`src/rtl/core/platform_interrupt_controller_core_defines.svh`:
```
// Assertion macros shared by the interrupt controller core modules.
`ifndef PLATFORM_INTERRUPT_CONTROLLER_CORE_DEFINES_SVH
`define PLATFORM_INTERRUPT_CONTROLLER_CORE_DEFINES_SVH

// Same-cycle implication, sampled on clk, off while arst_n is low.
`define PIC_ASSERT(label, ante, cons, msg) \
	label: assert property (@(posedge clk) disable iff (!arst_n) (ante) |-> (cons)) \
		else $error(msg);

// Next-cycle implication, sampled on clk, off while arst_n is low.
`define PIC_ASSERT_NEXT(label, ante, cons, msg) \
	label: assert property (@(posedge clk) disable iff (!arst_n) (ante) |=> (cons)) \
		else $error(msg);

`endif

```
`src/rtl/core/pic_pkg.sv`:
```
// Types and constants of the interrupt controller core.
`default_nettype none

package pic_pkg;

	typedef enum logic [1:0] {
		FUNC_READ  = 2'd0,
		FUNC_WRITE = 2'd1,
		FUNC_RAISE = 2'd2,
		FUNC_CLEAR = 2'd3
	} func_t;

	typedef struct packed {
		func_t       func;
		logic [21:0] offset;
		logic [3:0]  access_width;
		logic [31:0] write_data;
		logic [5:0]  source_id;
	} req_t;

	typedef struct packed {
		logic [31:0] read_data;
		logic        access_ok;
		logic        irq_request;
	} rsp_t;

	localparam logic [3:0]  ACCESS_BYTES = 4'd4;
	localparam logic [21:0] PEND_BASE    = 22'h001000;
	localparam logic [21:0] ENAB_BASE    = 22'h002000;
	localparam logic [21:0] THRESH_ADDR  = 22'h201000;
	localparam logic [21:0] CLAIM_ADDR   = 22'h201004;

	typedef enum logic [6:0] {
		ST_IDLE  = 7'b0000001,
		ST_EXEC  = 7'b0000010,
		ST_PRIO  = 7'b0000100,
		ST_SCAN  = 7'b0001000,
		ST_FLUSH = 7'b0010000,
		ST_FIN   = 7'b0100000,
		ST_DONE  = 7'b1000000
	} state_t;

	// Sequencer to scan unit: one candidate per cycle.
	typedef struct packed {
		logic       clear;
		logic       eval;
		logic       cand;
		logic [2:0] pri;
		logic [5:0] idx;
	} scan_ctl_t;

	typedef struct packed {
		logic       found;
		logic       multi;
		logic [5:0] best_id;
	} scan_sts_t;

endpackage

`default_nettype wire

```
`src/rtl/core/pic_ram.sv`:
```
// Generic single write port, single read port RAM with registered read.
`default_nettype none

module pic_ram #(
	parameter int WIDTH = 3,
	parameter int DEPTH = 64
) (
	input  wire logic                     clk,
	input  wire logic                     we,
	input  wire logic [$clog2(DEPTH)-1:0] waddr,
	input  wire logic [WIDTH-1:0]         wdata,
	input  wire logic [$clog2(DEPTH)-1:0] raddr,
	output logic      [WIDTH-1:0]         rdata
);

	logic [WIDTH-1:0] mem_q [DEPTH];
	logic [WIDTH-1:0] rdata_q;

	always_ff @(posedge clk) begin
		if (we) begin
			mem_q[waddr] <= wdata;
		end
		rdata_q <= mem_q[raddr];
	end

	assign rdata = rdata_q;

endmodule

`default_nettype wire

```
`src/rtl/core/pic_scan.sv`:
```
// Shared compare unit: tracks the best claimable source over a serial scan.
`default_nettype none

`include "platform_interrupt_controller_core_defines.svh"

module pic_scan (
	input  wire logic              clk,
	input  wire logic              arst_n,
	input  wire pic_pkg::scan_ctl_t ctl,
	input  wire logic [2:0]        threshold,
	output pic_pkg::scan_sts_t     sts
);

	logic       found_q;
	logic       multi_q;
	logic [5:0] best_id_q;
	logic [2:0] lead_pri_q;
	logic       claimable;

	assign claimable = ctl.cand && (ctl.pri > threshold);

	always_ff @(posedge clk or negedge arst_n) begin
		if (!arst_n) begin
			found_q    <= 1'b0;
			multi_q    <= 1'b0;
			best_id_q  <= '0;
			lead_pri_q <= '0;
		end else if (ctl.clear) begin
			found_q    <= 1'b0;
			multi_q    <= 1'b0;
			best_id_q  <= '0;
			lead_pri_q <= '0;
		end else if (ctl.eval && claimable) begin
			// a second claimable source keeps irq up after a claim
			multi_q <= multi_q | found_q;
			found_q <= 1'b1;
			// strict compare: lowest id wins a tie
			if (ctl.pri > lead_pri_q) begin
				lead_pri_q <= ctl.pri;
				best_id_q  <= ctl.idx;
			end
		end
	end

	assign sts = '{found: found_q, multi: multi_q, best_id: best_id_q};

	`PIC_ASSERT(a_multi_needs_found, multi_q, found_q, "second candidate without a first")
	`PIC_ASSERT(a_found_has_id, 1'b1, found_q == (best_id_q != 6'd0), "found flag and id disagree")
	`PIC_ASSERT(a_best_above_thr, found_q, lead_pri_q > threshold, "best not above threshold")

endmodule

`default_nettype wire

```
`src/rtl/core/platform_interrupt_controller_core.sv`:
```
// Single-context interrupt controller core: sequencer, register state, priority RAM.
// Response: registered in DONE after EXEC, PRIO (on a priority read only), SCAN, FLUSH and FIN.
// A request is taken only when the last response has been posted; the serial source scan does
// one priority RAM read and one compare per cycle; a stalled response holds off the next.
// Reset: arst_n clears priorities (valid bits), pending, enable, threshold and control.
`default_nettype none

`include "platform_interrupt_controller_core_defines.svh"

module platform_interrupt_controller_core #(
	parameter int NUM_SOURCES = 63
) (
	input  wire logic          clk,
	input  wire logic          arst_n,
	input  wire logic          req_valid,
	output logic               req_stall,
	input  wire pic_pkg::req_t req,
	output logic               rsp_valid,
	input  wire logic          rsp_stall,
	output pic_pkg::rsp_t      rsp
);

	localparam int          PrioDepth = NUM_SOURCES + 1;
	localparam int          PrioAw    = $clog2(PrioDepth);
	localparam logic [5:0]  LastId    = 6'(NUM_SOURCES);
	localparam logic [21:0] PrioEnd   = 22'(4 * PrioDepth);

	pic_pkg::state_t state_q;
	pic_pkg::req_t   req_q;
	logic [63:0]     pending_q;
	logic [63:0]     enable_q;
	logic [2:0]      thresh_q;
	logic [PrioDepth-1:0] prio_vld_q;
	logic [31:0]     rd_q;
	logic            ok_q;
	logic            irq_q;
	logic            claim_q;
	logic [5:0]      scan_idx_q;
	logic            vld_s1;
	logic            cand_s1;
	logic            pv_s1;
	logic [5:0]      idx_s1;
	logic            rsp_valid_q;
	pic_pkg::rsp_t   rsp_q;

	logic            is_bus, width_ok, do_read, do_write;
	logic            in_prio, in_pend, in_enab, hit_thr, hit_claim, src_ok;
	logic [5:0]      prio_id;
	logic [31:0]     rd_exec;
	logic            rsp_load;

	logic                ram_we;
	logic [PrioAw-1:0]   ram_raddr;
	logic [2:0]          ram_rdata;

	pic_pkg::scan_ctl_t scan_ctl;
	pic_pkg::scan_sts_t scan_sts;

	always_comb begin
		is_bus    = (req_q.func == pic_pkg::FUNC_READ) || (req_q.func == pic_pkg::FUNC_WRITE);
		width_ok  = req_q.access_width == pic_pkg::ACCESS_BYTES;
		do_read   = (req_q.func == pic_pkg::FUNC_READ) && width_ok;
		do_write  = (req_q.func == pic_pkg::FUNC_WRITE) && width_ok;
		in_prio   = req_q.offset < PrioEnd;
		in_pend   = req_q.offset[21:3] == pic_pkg::PEND_BASE[21:3];
		in_enab   = req_q.offset[21:3] == pic_pkg::ENAB_BASE[21:3];
		hit_thr   = req_q.offset == pic_pkg::THRESH_ADDR;
		hit_claim = req_q.offset == pic_pkg::CLAIM_ADDR;
		prio_id   = req_q.offset[7:2];
		src_ok    = (req_q.source_id != 6'd0) && (req_q.source_id <= LastId);

		rd_exec = '0;
		if (do_read) begin
			if (in_pend) begin
				rd_exec = req_q.offset[2] ? pending_q[63:32] : pending_q[31:0];
			end else if (in_enab) begin
				rd_exec = req_q.offset[2] ? enable_q[63:32] : enable_q[31:0];
			end else if (hit_thr) begin
				rd_exec = {29'd0, thresh_q};
			end
		end
	end

	// priority RAM: written and read at the decoded id in EXEC, scanned afterwards
	assign ram_we    = (state_q == pic_pkg::ST_EXEC) && do_write && in_prio && (prio_id != 6'd0);
	assign ram_raddr = (state_q == pic_pkg::ST_EXEC) ? prio_id[PrioAw-1:0]
	                                                 : scan_idx_q[PrioAw-1:0];

	pic_ram #(
		.WIDTH (3),
		.DEPTH (PrioDepth)
	) u_prio_ram (
		.clk   (clk),
		.we    (ram_we),
		.waddr (prio_id[PrioAw-1:0]),
		.wdata (req_q.write_data[2:0]),
		.raddr (ram_raddr),
		.rdata (ram_rdata)
	);

	assign scan_ctl = '{
		clear: state_q == pic_pkg::ST_EXEC,
		eval:  vld_s1,
		cand:  cand_s1,
		pri:   pv_s1 ? ram_rdata : 3'd0,
		idx:   idx_s1
	};

	pic_scan u_scan (
		.clk       (clk),
		.arst_n    (arst_n),
		.ctl       (scan_ctl),
		.threshold (thresh_q),
		.sts       (scan_sts)
	);

	assign req_stall = state_q != pic_pkg::ST_IDLE;
	assign rsp_load  = (state_q == pic_pkg::ST_DONE) && (!rsp_valid_q || !rsp_stall);

	always_ff @(posedge clk or negedge arst_n) begin
		if (!arst_n) begin
			state_q    <= pic_pkg::ST_IDLE;
			pending_q  <= '0;
			enable_q   <= '0;
			thresh_q   <= '0;
			prio_vld_q <= '0;
			scan_idx_q <= '0;
			vld_s1     <= 1'b0;
			rsp_valid_q <= 1'b0;
		end else begin
			vld_s1 <= state_q == pic_pkg::ST_SCAN;
			if (rsp_load) begin
				rsp_valid_q <= 1'b1;
			end else if (!rsp_stall) begin
				rsp_valid_q <= 1'b0;
			end
			case (state_q)
				pic_pkg::ST_IDLE: begin
					if (req_valid) begin
						state_q <= pic_pkg::ST_EXEC;
					end
				end
				pic_pkg::ST_EXEC: begin
					scan_idx_q <= 6'd1;
					if (ram_we) begin
						prio_vld_q[prio_id[PrioAw-1:0]] <= 1'b1;
					end
					if (do_write && in_enab) begin
						if (req_q.offset[2]) begin
							enable_q[63:32] <= req_q.write_data;
						end else begin
							enable_q[31:0] <= {req_q.write_data[31:1], 1'b0};
						end
					end
					if (do_write && hit_thr) begin
						thresh_q <= req_q.write_data[2:0];
					end
					if (!is_bus && src_ok) begin
						pending_q[req_q.source_id] <= req_q.func == pic_pkg::FUNC_RAISE;
					end
					if (do_read && in_prio) begin
						state_q <= pic_pkg::ST_PRIO;
					end else begin
						state_q <= pic_pkg::ST_SCAN;
					end
				end
				pic_pkg::ST_PRIO: begin
					state_q <= pic_pkg::ST_SCAN;
				end
				pic_pkg::ST_SCAN: begin
					if (scan_idx_q == LastId) begin
						state_q <= pic_pkg::ST_FLUSH;
					end else begin
						scan_idx_q <= scan_idx_q + 6'd1;
					end
				end
				pic_pkg::ST_FLUSH: begin
					state_q <= pic_pkg::ST_FIN;
				end
				pic_pkg::ST_FIN: begin
					if (claim_q && scan_sts.found) begin
						pending_q[scan_sts.best_id] <= 1'b0;
					end
					state_q <= pic_pkg::ST_DONE;
				end
				pic_pkg::ST_DONE: begin
					if (rsp_load) begin
						state_q <= pic_pkg::ST_IDLE;
					end
				end
				default: begin
					state_q <= pic_pkg::ST_IDLE;
				end
			endcase
		end
	end

	// payload registers
	always_ff @(posedge clk) begin
		if (state_q == pic_pkg::ST_IDLE && req_valid) begin
			req_q <= req;
		end
		if (state_q == pic_pkg::ST_EXEC) begin
			rd_q    <= rd_exec;
			ok_q    <= !is_bus || width_ok;
			claim_q <= do_read && hit_claim;
		end
		if (state_q == pic_pkg::ST_PRIO) begin
			rd_q <= {29'd0, prio_vld_q[prio_id[PrioAw-1:0]] ? ram_rdata : 3'd0};
		end
		if (state_q == pic_pkg::ST_SCAN) begin
			idx_s1  <= scan_idx_q;
			cand_s1 <= pending_q[scan_idx_q] & enable_q[scan_idx_q];
			pv_s1   <= prio_vld_q[scan_idx_q[PrioAw-1:0]];
		end
		if (state_q == pic_pkg::ST_FIN) begin
			// after a claim, irq stays up only if another source was claimable
			irq_q <= claim_q ? scan_sts.multi : scan_sts.found;
			if (claim_q) begin
				rd_q <= {26'd0, scan_sts.best_id};
			end
		end
		if (rsp_load) begin
			rsp_q <= '{read_data: rd_q, access_ok: ok_q, irq_request: irq_q};
		end
	end

	assign rsp_valid = rsp_valid_q;
	assign rsp       = rsp_q;

	`PIC_ASSERT_NEXT(a_accept_to_exec, req_valid && !req_stall, state_q == pic_pkg::ST_EXEC, "request not executed")
	`PIC_ASSERT(a_enable_bit0, 1'b1, !enable_q[0], "source 0 enabled")
	`PIC_ASSERT(a_pending_bit0, 1'b1, !pending_q[0], "source 0 pending")
	`PIC_ASSERT_NEXT(a_load_shows_rsp, rsp_load, rsp_valid && (state_q == pic_pkg::ST_IDLE), "response not posted")

endmodule

`default_nettype wire
```
`config.mk`:
```
export PLATFORM = sky130hd
export DESIGN_NAME = platform_interrupt_controller_core
export DESIGN_NICKNAME = d
export VERILOG_FILES = /design/src/rtl/core/pic_pkg.sv /design/src/rtl/core/pic_ram.sv /design/src/rtl/core/pic_scan.sv /design/src/rtl/core/platform_interrupt_controller_core.sv
export VERILOG_INCLUDE_DIRS = /design/src /design/src/rtl/core
export SDC_FILE = /design/constraint.sdc
export NUM_CORES = 1
export LEC_CHECK = 0
export ABC_AREA = 1
export BUFFER_PORTS_ARGS = -buffer_cell sky130_fd_sc_hd__buf_2
export CORE_MARGIN = 10
export CORE_UTILIZATION = 55
export CTS_CLUSTER_DIAMETER = 40
export DETAILED_ROUTE_END_ITERATION = 6
export PLACE_DENSITY = 0.72
export SYNTH_ARGS = -nofsm -noshare
export SYNTH_HDL_FRONTEND = slang
export SYNTH_HIERARCHICAL = 1
export SYNTH_SLANG_ARGS = --single-unit
export TNS_END_PERCENT = 50
```
`constraint.sdc`:
```
create_clock -name clk -period 6.9 [get_ports clk]
set_clock_uncertainty 0.05 [all_clocks]
set_input_delay 1.725 -clock clk [delete_from_list [all_inputs] [get_ports clk]]
set_output_delay 1.725 -clock clk [all_outputs]
set_load 0.01 [all_outputs]
```
==> results of run 1 <==
[registers in the layout (all words and copies together), names as in the netlist]
signal             count
vld_s1                 1
pv_s1                  1
scan_idx_q             6
enable_q              63
u_prio_ram/rdata       3
u_scan/best_id_q       6
u_scan/multi_q         1
u_scan/found_q         1
rsp                   34
irq_q                  1
state_q                7
ok_q                   1
thresh_q               3
claim_q                1
req_q                 60
prio_id                6
idx_s1                 6
rd_q                  32
u_scan/lead_pri_q      3
prio_vld_q            64
pending_q             64
u_prio_ram/mem_q     192
cand_s1                1
rsp_valid              1
[kinds of logic after synthesis]
group	count (synthesis)
compound gates	605
fa+ha+maj	7
simple gates	1318
mux	17
flops	558
buf+inv	425
xor+xnor	1
[placed cells by master (no fill, tap or decap), types with 17 or more instances in the layout]
| cell | synthesis | final |
|---|---|---|
| nor3_1 | 23 | 20 |
| mux2i_1 | 17 | 17 |
| o21ai_1 | 42 | 42 |
| nor2_1 | 153 | 151 |
| buf_2 | 47 | 104 |
| o21ai_0 | 297 | 294 |
| clkbuf_16 | 0 | 79 |
| inv_1 | 262 | 262 |
| buf_4 | 13 | 30 |
| o22ai_1 | 55 | 55 |
| a21oi_1 | 94 | 94 |
| o211ai_1 | 31 | 31 |
| nand2_1 | 747 | 746 |
| nand4_1 | 36 | 36 |
| edfxtp_1 | 303 | 303 |
| nand3_1 | 313 | 313 |
| dfxtp_1 | 35 | 35 |
| dfrtp_1 | 219 | 219 |
[per-stage QoR]
stage / power, mW / worst slack, ns
after floorplan: 6.21 / 1.83
after detailed placement: 7.13 / 3.37
after global placement: 7.05 / 3.45
after CTS: 11.2 / 2.99
after global routing: 11.7 / 2.88
final: 11.2 / 3.00
[how the worst max path moves through the flow]
stage                from                   to  slack, ns  cells past startpoint
4_1_cts        state_q[5]            req_stall       2.99                      5
3_3_place_gp   state_q[5]  u_prio_ram/rdata[0]       3.45                     16
3_5_place_dp   state_q[5]  u_prio_ram/rdata[0]       3.37                     16
5_1_grt        state_q[5]            req_stall       2.88                      5
2_1_floorplan   req_valid           prio_id[0]       1.83                      2
6_report       state_q[5]            req_stall       3.00                      5
[where the power goes]
group | internal [mW] | leakage (nW) | switching (mW)
clock | 2.48 | 1.27 | 1.55
combinational | 0.779 | 4.57 | 2.34
sequential | 3.84 | 6.06 | 0.219
total | 7.10 | 11.9 | 4.10
[cell type report]
cell class / instances / share of cell area, %
clock inverter: 52 / 1.99
inverter: 281 / 3.53
tap: 615 / 2.56
clock buffer: 88 / 6.83
timing repair buffer: 135 / 2.53
multi-input combinational: 1948 / 31.6
sequential: 558 / 51.0
[synthesized netlist by cell type, types with 7 or more instances]
master | n | area share, %
nand2_2 | 9 | 0.21
a21boi_0 | 13 | 0.37
o21ai_1 | 42 | 0.79
buf_4 | 13 | 0.37
a21oi_2 | 10 | 0.33
nand2_1 | 747 | 11
nand4_1 | 36 | 0.85
inv_1 | 262 | 3.7
buf_6 | 8 | 0.34
nor4_1 | 12 | 0.28
buf_2 | 47 | 0.89
clkbuf_1 | 65 | 0.92
a21oi_1 | 94 | 1.8
o22ai_1 | 55 | 1.3
dfxtp_1 | 35 | 2.6
buf_1 | 9 | 0.13
o2111ai_1 | 8 | 0.26
o21bai_1 | 7 | 0.20
a21boi_1 | 10 | 0.28
ha_1 | 7 | 0.33
o21ai_2 | 8 | 0.26
o211ai_1 | 31 | 0.88
inv_2 | 15 | 0.21
o21ai_0 | 297 | 5.6
nor2_1 | 153 | 2.2
a31oi_1 | 12 | 0.28
mux2i_1 | 17 | 0.64
dfrtp_1 | 219 | 21
nand3_1 | 313 | 5.9
nor3_1 | 23 | 0.43
edfxtp_1 | 303 | 34
[layer usage]
metal	up-vias	global-route usage, %
li1	10200	-
met1	10600	36.6
met2	1387	41.0
met3	254	6.73
met4	0	12.6
met5	-	0
[critical path: stages, from the launching register on]
cell and delay, ns:
dfrtp_1 0.41, nor2_1 0.15, nand2_2 0.11, nor4_1 0.41, inv_1 0.23, buf_2 0.21
==> metrics.txt, run 1 <==
status=finished, violations left; failing checks=DRC; Worst EP required=just over 5 ns; die area=57400 µm²; clk sinks=558; post-CTS sizing=0; # fillers=3963; Port Buffers=between 100 and 150; Root Driver=clkbuf_16; Reg2Reg Depth=16; TritonCTS clock tree=done; Seq cells post-synth=roughly 560; Multi-input gate area=about 9500 µm²; synthesized net count=between 3000 and 4000; Setup-failing EPs final=0; maximum root-to-sink buffer count=3; total CTS buffers=75; FF-to-FF setup slack=3.31 ns; max_cap viols=0; Post-Layout Cell Count=around 3700; vias in the first global route=around 21000; antenna-violating nets left=0; Slew @ Worst Pin=roughly 1.4 ns; H-tree depth=3; CP Class=register to output port; mux cell area share after synthesis=less than 1%; EDFF count, synth=303; drc violations=2; Placed Cells=about 3500; # IOs=around 110; antenna fix cells=0; top_reg_cell synth=edfxtp_1; grt total ovfl=0; Die X=~240 µm; RSZ-0062 raised after global routing=no; row count=80; Tmin final=3.90 ns; Hold Path Depth=0; Simple-Gate Fraction of Synth Area=~22%; Finished Cell Area=roughly 30000 µm²; DRT Pass-1 Iters=7; Hold Path Sink=rsp[33]; Clk Latency, worst-skew pair=a little over 0.6 ns; final WL=slightly below 80000 µm; Synth Cell Area=between 20000 and 30000 µm²; PD cells=around 370 nW/µm²; Synth cell types=between 50 and 60; core area=approximately 48000 µm²; Reg-to-Reg End=u_prio_ram/rdata[1]; Pins Over Slew Limit=0; routed vias=approximately 22000; worst hold path type=register to register; Syn Inst Count=roughly 2900; Critical Path Fanout Max=4; Syn. warnings=6; Hold Slack=~0.38 ns; Arr. time, crit path=around 2.1 ns; post-CTS setup repair buffer count=0; Fin Setup TNS=0 ns; sequential share of the synthesized area=57.8%; critical hold path startpoint=rd_q[31]; Post-Synth XOR/XNOR Area=0.0330%; initial antenna violation count=0; Worst-path clk slew=~0.060 ns; leak pwr=approximately 12 nW; Synth Area in Compound Gates=between 10 and 15%; # nets final=3076; Area Overhead vs Synth=13.3%; post-DP HPWL=51100 µm; WL met1=between 30000 and 40000 µm; first-pass GRT wire length=about 120000 µm; reg-to-reg startpoint=state_q[5]; largest family of logic cells by synthesized area=simple AND/OR/NAND/NOR gates; met2 WL=approximately 35000 µm; ys async rst share=between 30% and 40%; Avg Cell Area, Syn=about 9.0 µm²; DP Area=approximately 27000 µm²; max frequency=256 MHz; CP startpoint kind=register; drt via density=6.10; fin util=63.0%; Synth Area in Adders=less than 1%; hold_buf cts=0; Initial Util=55.6%; crit path capture type=output port; drt wl/cell=21.5 µm; gr usage total=a little over a quarter; RePlAce Congestion=roughly 1; Max VDD drop=approximately 0.00038 V; max layer used=met4; Chip Height=about 240 µm; 1st-iter DRT viols=roughly 3100; final hold vios=0; met3 wire length=9570 µm; largest net degree at the start of global routing=116; layout cell share with drive strength beyond 1=11.2%; relative slew slack=~4.0%; crit share post-route=56.6%; Reg area=between 15000 and 20000 µm²
(Power assumes the default switching activity.)
==> run 2, diff against run 1 <==
--- a/config.mk
+++ b/config.mk
@@ -12,7 +12,7 @@
 export CORE_UTILIZATION = 55
 export CTS_CLUSTER_DIAMETER = 40
 export DETAILED_ROUTE_END_ITERATION = 6
-export PLACE_DENSITY = 0.72
+export PLACE_DENSITY = 0.75
 export SYNTH_ARGS = -nofsm -noshare
 export SYNTH_HDL_FRONTEND = slang
 export SYNTH_HIERARCHICAL = 1
==> constraint.sdc (replaced) <==
create_clock -name clk -period 3.3 [get_ports clk]
set_clock_uncertainty 0.05 [all_clocks]
set_input_delay 0.825 -clock clk [delete_from_list [all_inputs] [get_ports clk]]
set_output_delay 0.825 -clock clk [all_outputs]
set_load 0.01 [all_outputs]
==> run 2 against run 1 <==
  * The run still ends with DRC left
  * Sequential share of layout area is 0.98 points lower
  * Largest cell class unchanged
  * Worst hold slack worse by 0.27 ns
  * Critical path depth is 4 higher
  * Via count is 2.7% higher
  * Routed wire length is 6.7% higher
  * Sequential power is 110% higher
  * Clock power is 120% higher
==> metrics.txt, run 2 (synthesis gave the netlist of run 1 again) <==
drc violations=4 (+2); clock network power share=36.0% (about the same); # nets final=3123 (+1.5%); clk sinks=558 (unchanged); antenna fix cells=0 (unchanged); antenna-violating nets left=0 (unchanged); P_int=15.2 mW (+110%); crit path capture type=register; drt wl/cell=22.7 µm (+5.3%); initial antenna violation count=2 (+2); Clk Latency, worst-skew pair=0.63 ns (about the same); Area Overhead vs Synth=15.5%; Setup-failing EPs final=0 (unchanged); post-CTS setup repair buffer count=0 (unchanged); Sw Pwr=9.10 mW (+120%); drt via density=6.17 (+1.3%); Root Driver=clkbuf_16; Pins Over Slew Limit=0 (unchanged); status=finished, violations left; crit share post-route=~93%; gr usage total=29.3% (+2.0 points); maximum root-to-sink buffer count=3 (unchanged); largest net degree at the start of global routing=128 (+10%); final WL=84500 µm (+6.7%); leak pwr=12.2 nW (+2.9%); worst hold path type=primary input to async pin; commonest cells after routing, fill and taps aside=746 x nand2_1, 313 x nand3_1, 303 x edfxtp_1; switching part of the total=37.5% (+0.88 points); fin util=64.2% (+1.2 points); die area=57400 µm² (unchanged); Worst-path clk slew=0.06 ns (about the same); Largest register FFs=192 (unchanged); setup ws final=0.246 ns (-2.75 ns); routed vias=23000 (+2.7%); Worst EP required=3.53 ns (-1.59 ns); Die X=240 µm (unchanged); hold_buf cts=0 (unchanged); met3 GRT Util=6.26% (-0.47 points); post-CTS sizing=0 (unchanged); total CTS buffers=78 (+4.0%); RePlAce Congestion=0.982 (-1.6%); Finished Cell Area=30600 µm² (+2.0%); failing checks=DRC; TritonCTS clock tree=done; row count=80 (unchanged); # IOs=106 (unchanged); Arr. time, crit path=3.29 ns (+1.16 ns); Max VDD drop=0.000535 V (+42%); dpl ws=0.396 ns (-2.97 ns); DP Area=27800 µm² (+1.7%); Largest regs=u_prio_ram/mem_q: 192 flops, pending_q: 64 flops, prio_vld_q: 64 flops; gr busiest metal=met2; core area=47600 µm² (unchanged); relative slew slack=22.5% (+19 points); Seq pwr share=34.9% (-1.4 points); Comb pwr share=29.1% (+1.3 points); CP startpoint kind=register; 1st-iter DRT viols=3172 (+0.73%); met1 Use GR=39.8% (+3.2 points); most common cell after layout, fill and taps aside=nand2_1; Reg with most FFs=u_prio_ram/mem_q; first-pass GRT wire length=130000 µm (+6.6%); Fin Setup TNS=0 ns (unchanged); Initial Util=55.6% (unchanged); layout cell share with drive strength beyond 1=12.8% (+1.7 points); Tmin final=3.05 ns; CP Class=register to register; met2 usage=45.2% (+4.2 points); Slew @ Worst Pin=1.15 ns (-0.276 ns); max_cap viols=0 (unchanged); vias in the first global route=22000 (+2.4%); RSZ-0062 raised after global routing=no; post-DP HPWL=57300 µm (+12%); Chip Height=240 µm (unchanged); DRT Pass-1 Iters=7 (unchanged); H-tree depth=3 (unchanged); max frequency=327 MHz; PD cells=793 nW/µm² (+110%); grt total ovfl=0 (unchanged); Critical Path Fanout Max=10 (+6); final hold vios=0 (unchanged); Port Buffers=105 (unchanged)
[run 2: cell count changes in the layout (fill, tap and decap cells not counted), sizes merged]
cell      before  now
inv          294  296
buf          135  179
clkinvlp      11    8
clkbuf        88   92
clkinv        20   26
bufinv         8    5
[run 2: area by class of cell]
class	count	area, µm²
inverter	281	1060
clock buffer	92	2170
timing repair buffer	179	1200
sequential	558	15300
fill	3830	17000
multi-input combinational	1948	9480
tap	615	769
clock inverter	54	611
[run 2: layer usage]
metal,up-vias,part of all wire [%]
li1,10300,-
met1,11000,40
met2,1457,45
met3,221,11
met4,2,3.4
met5,-,0.018
[run 2: worst paths after layout]
check / startpoint / end / slack, ns / cells after the start
setup / recovery: req_q[58] / u_prio_ram/mem_q[31][2] / 0.25 / 9
hold / removal: arst_n / prio_vld_q[51] / 0.11 / 1
setup reg to reg: req_q[58] / u_prio_ram/mem_q[31][2] / 0.25 / 9
hold reg to reg: prio_vld_q[0] / prio_vld_q[0] / 0.37 / 0
max in group asynchronous: arst_n / pending_q[44] / 2.23 / 2
min in group clk: req[48] / prio_id[4] / 0.33 / 1
[run 2: critical path, cell delays in order (launching register included)]
cell and delay (ns):
edfxtp_1 0.39, nor2_1 0.21, nand2_1 0.11, nor3_1 0.27
nand3_1 0.21, nor2_4 0.16, nand2_2 0.09, inv_2 0.20
nand4_1 0.54, nor2_1 0.49
[run 2: metrics by stage]
stage / hold WS [ns] / power [mW] / std cells
global placement: 0.346 / 15.2 / 3581
CTS: 0.122 / 24.1 / 3727
finish: 0.110 / 24.3 / 3727
floorplan: 0.350 / 13.0 / 2931
detailed placement: 0.351 / 15.4 / 3581
global route: 0.153 / 25.2 / 3727
[run 2: power by group through the flow]
stage,clock network [mW],logic [mW],registers [mW]
global placement,0,6.64,8.57
floorplan,0,4.51,8.47
CTS,8.79,6.88,8.45
global route,9.11,7.62,8.50
detailed placement,0,6.83,8.58
finish,8.72,7.07,8.47
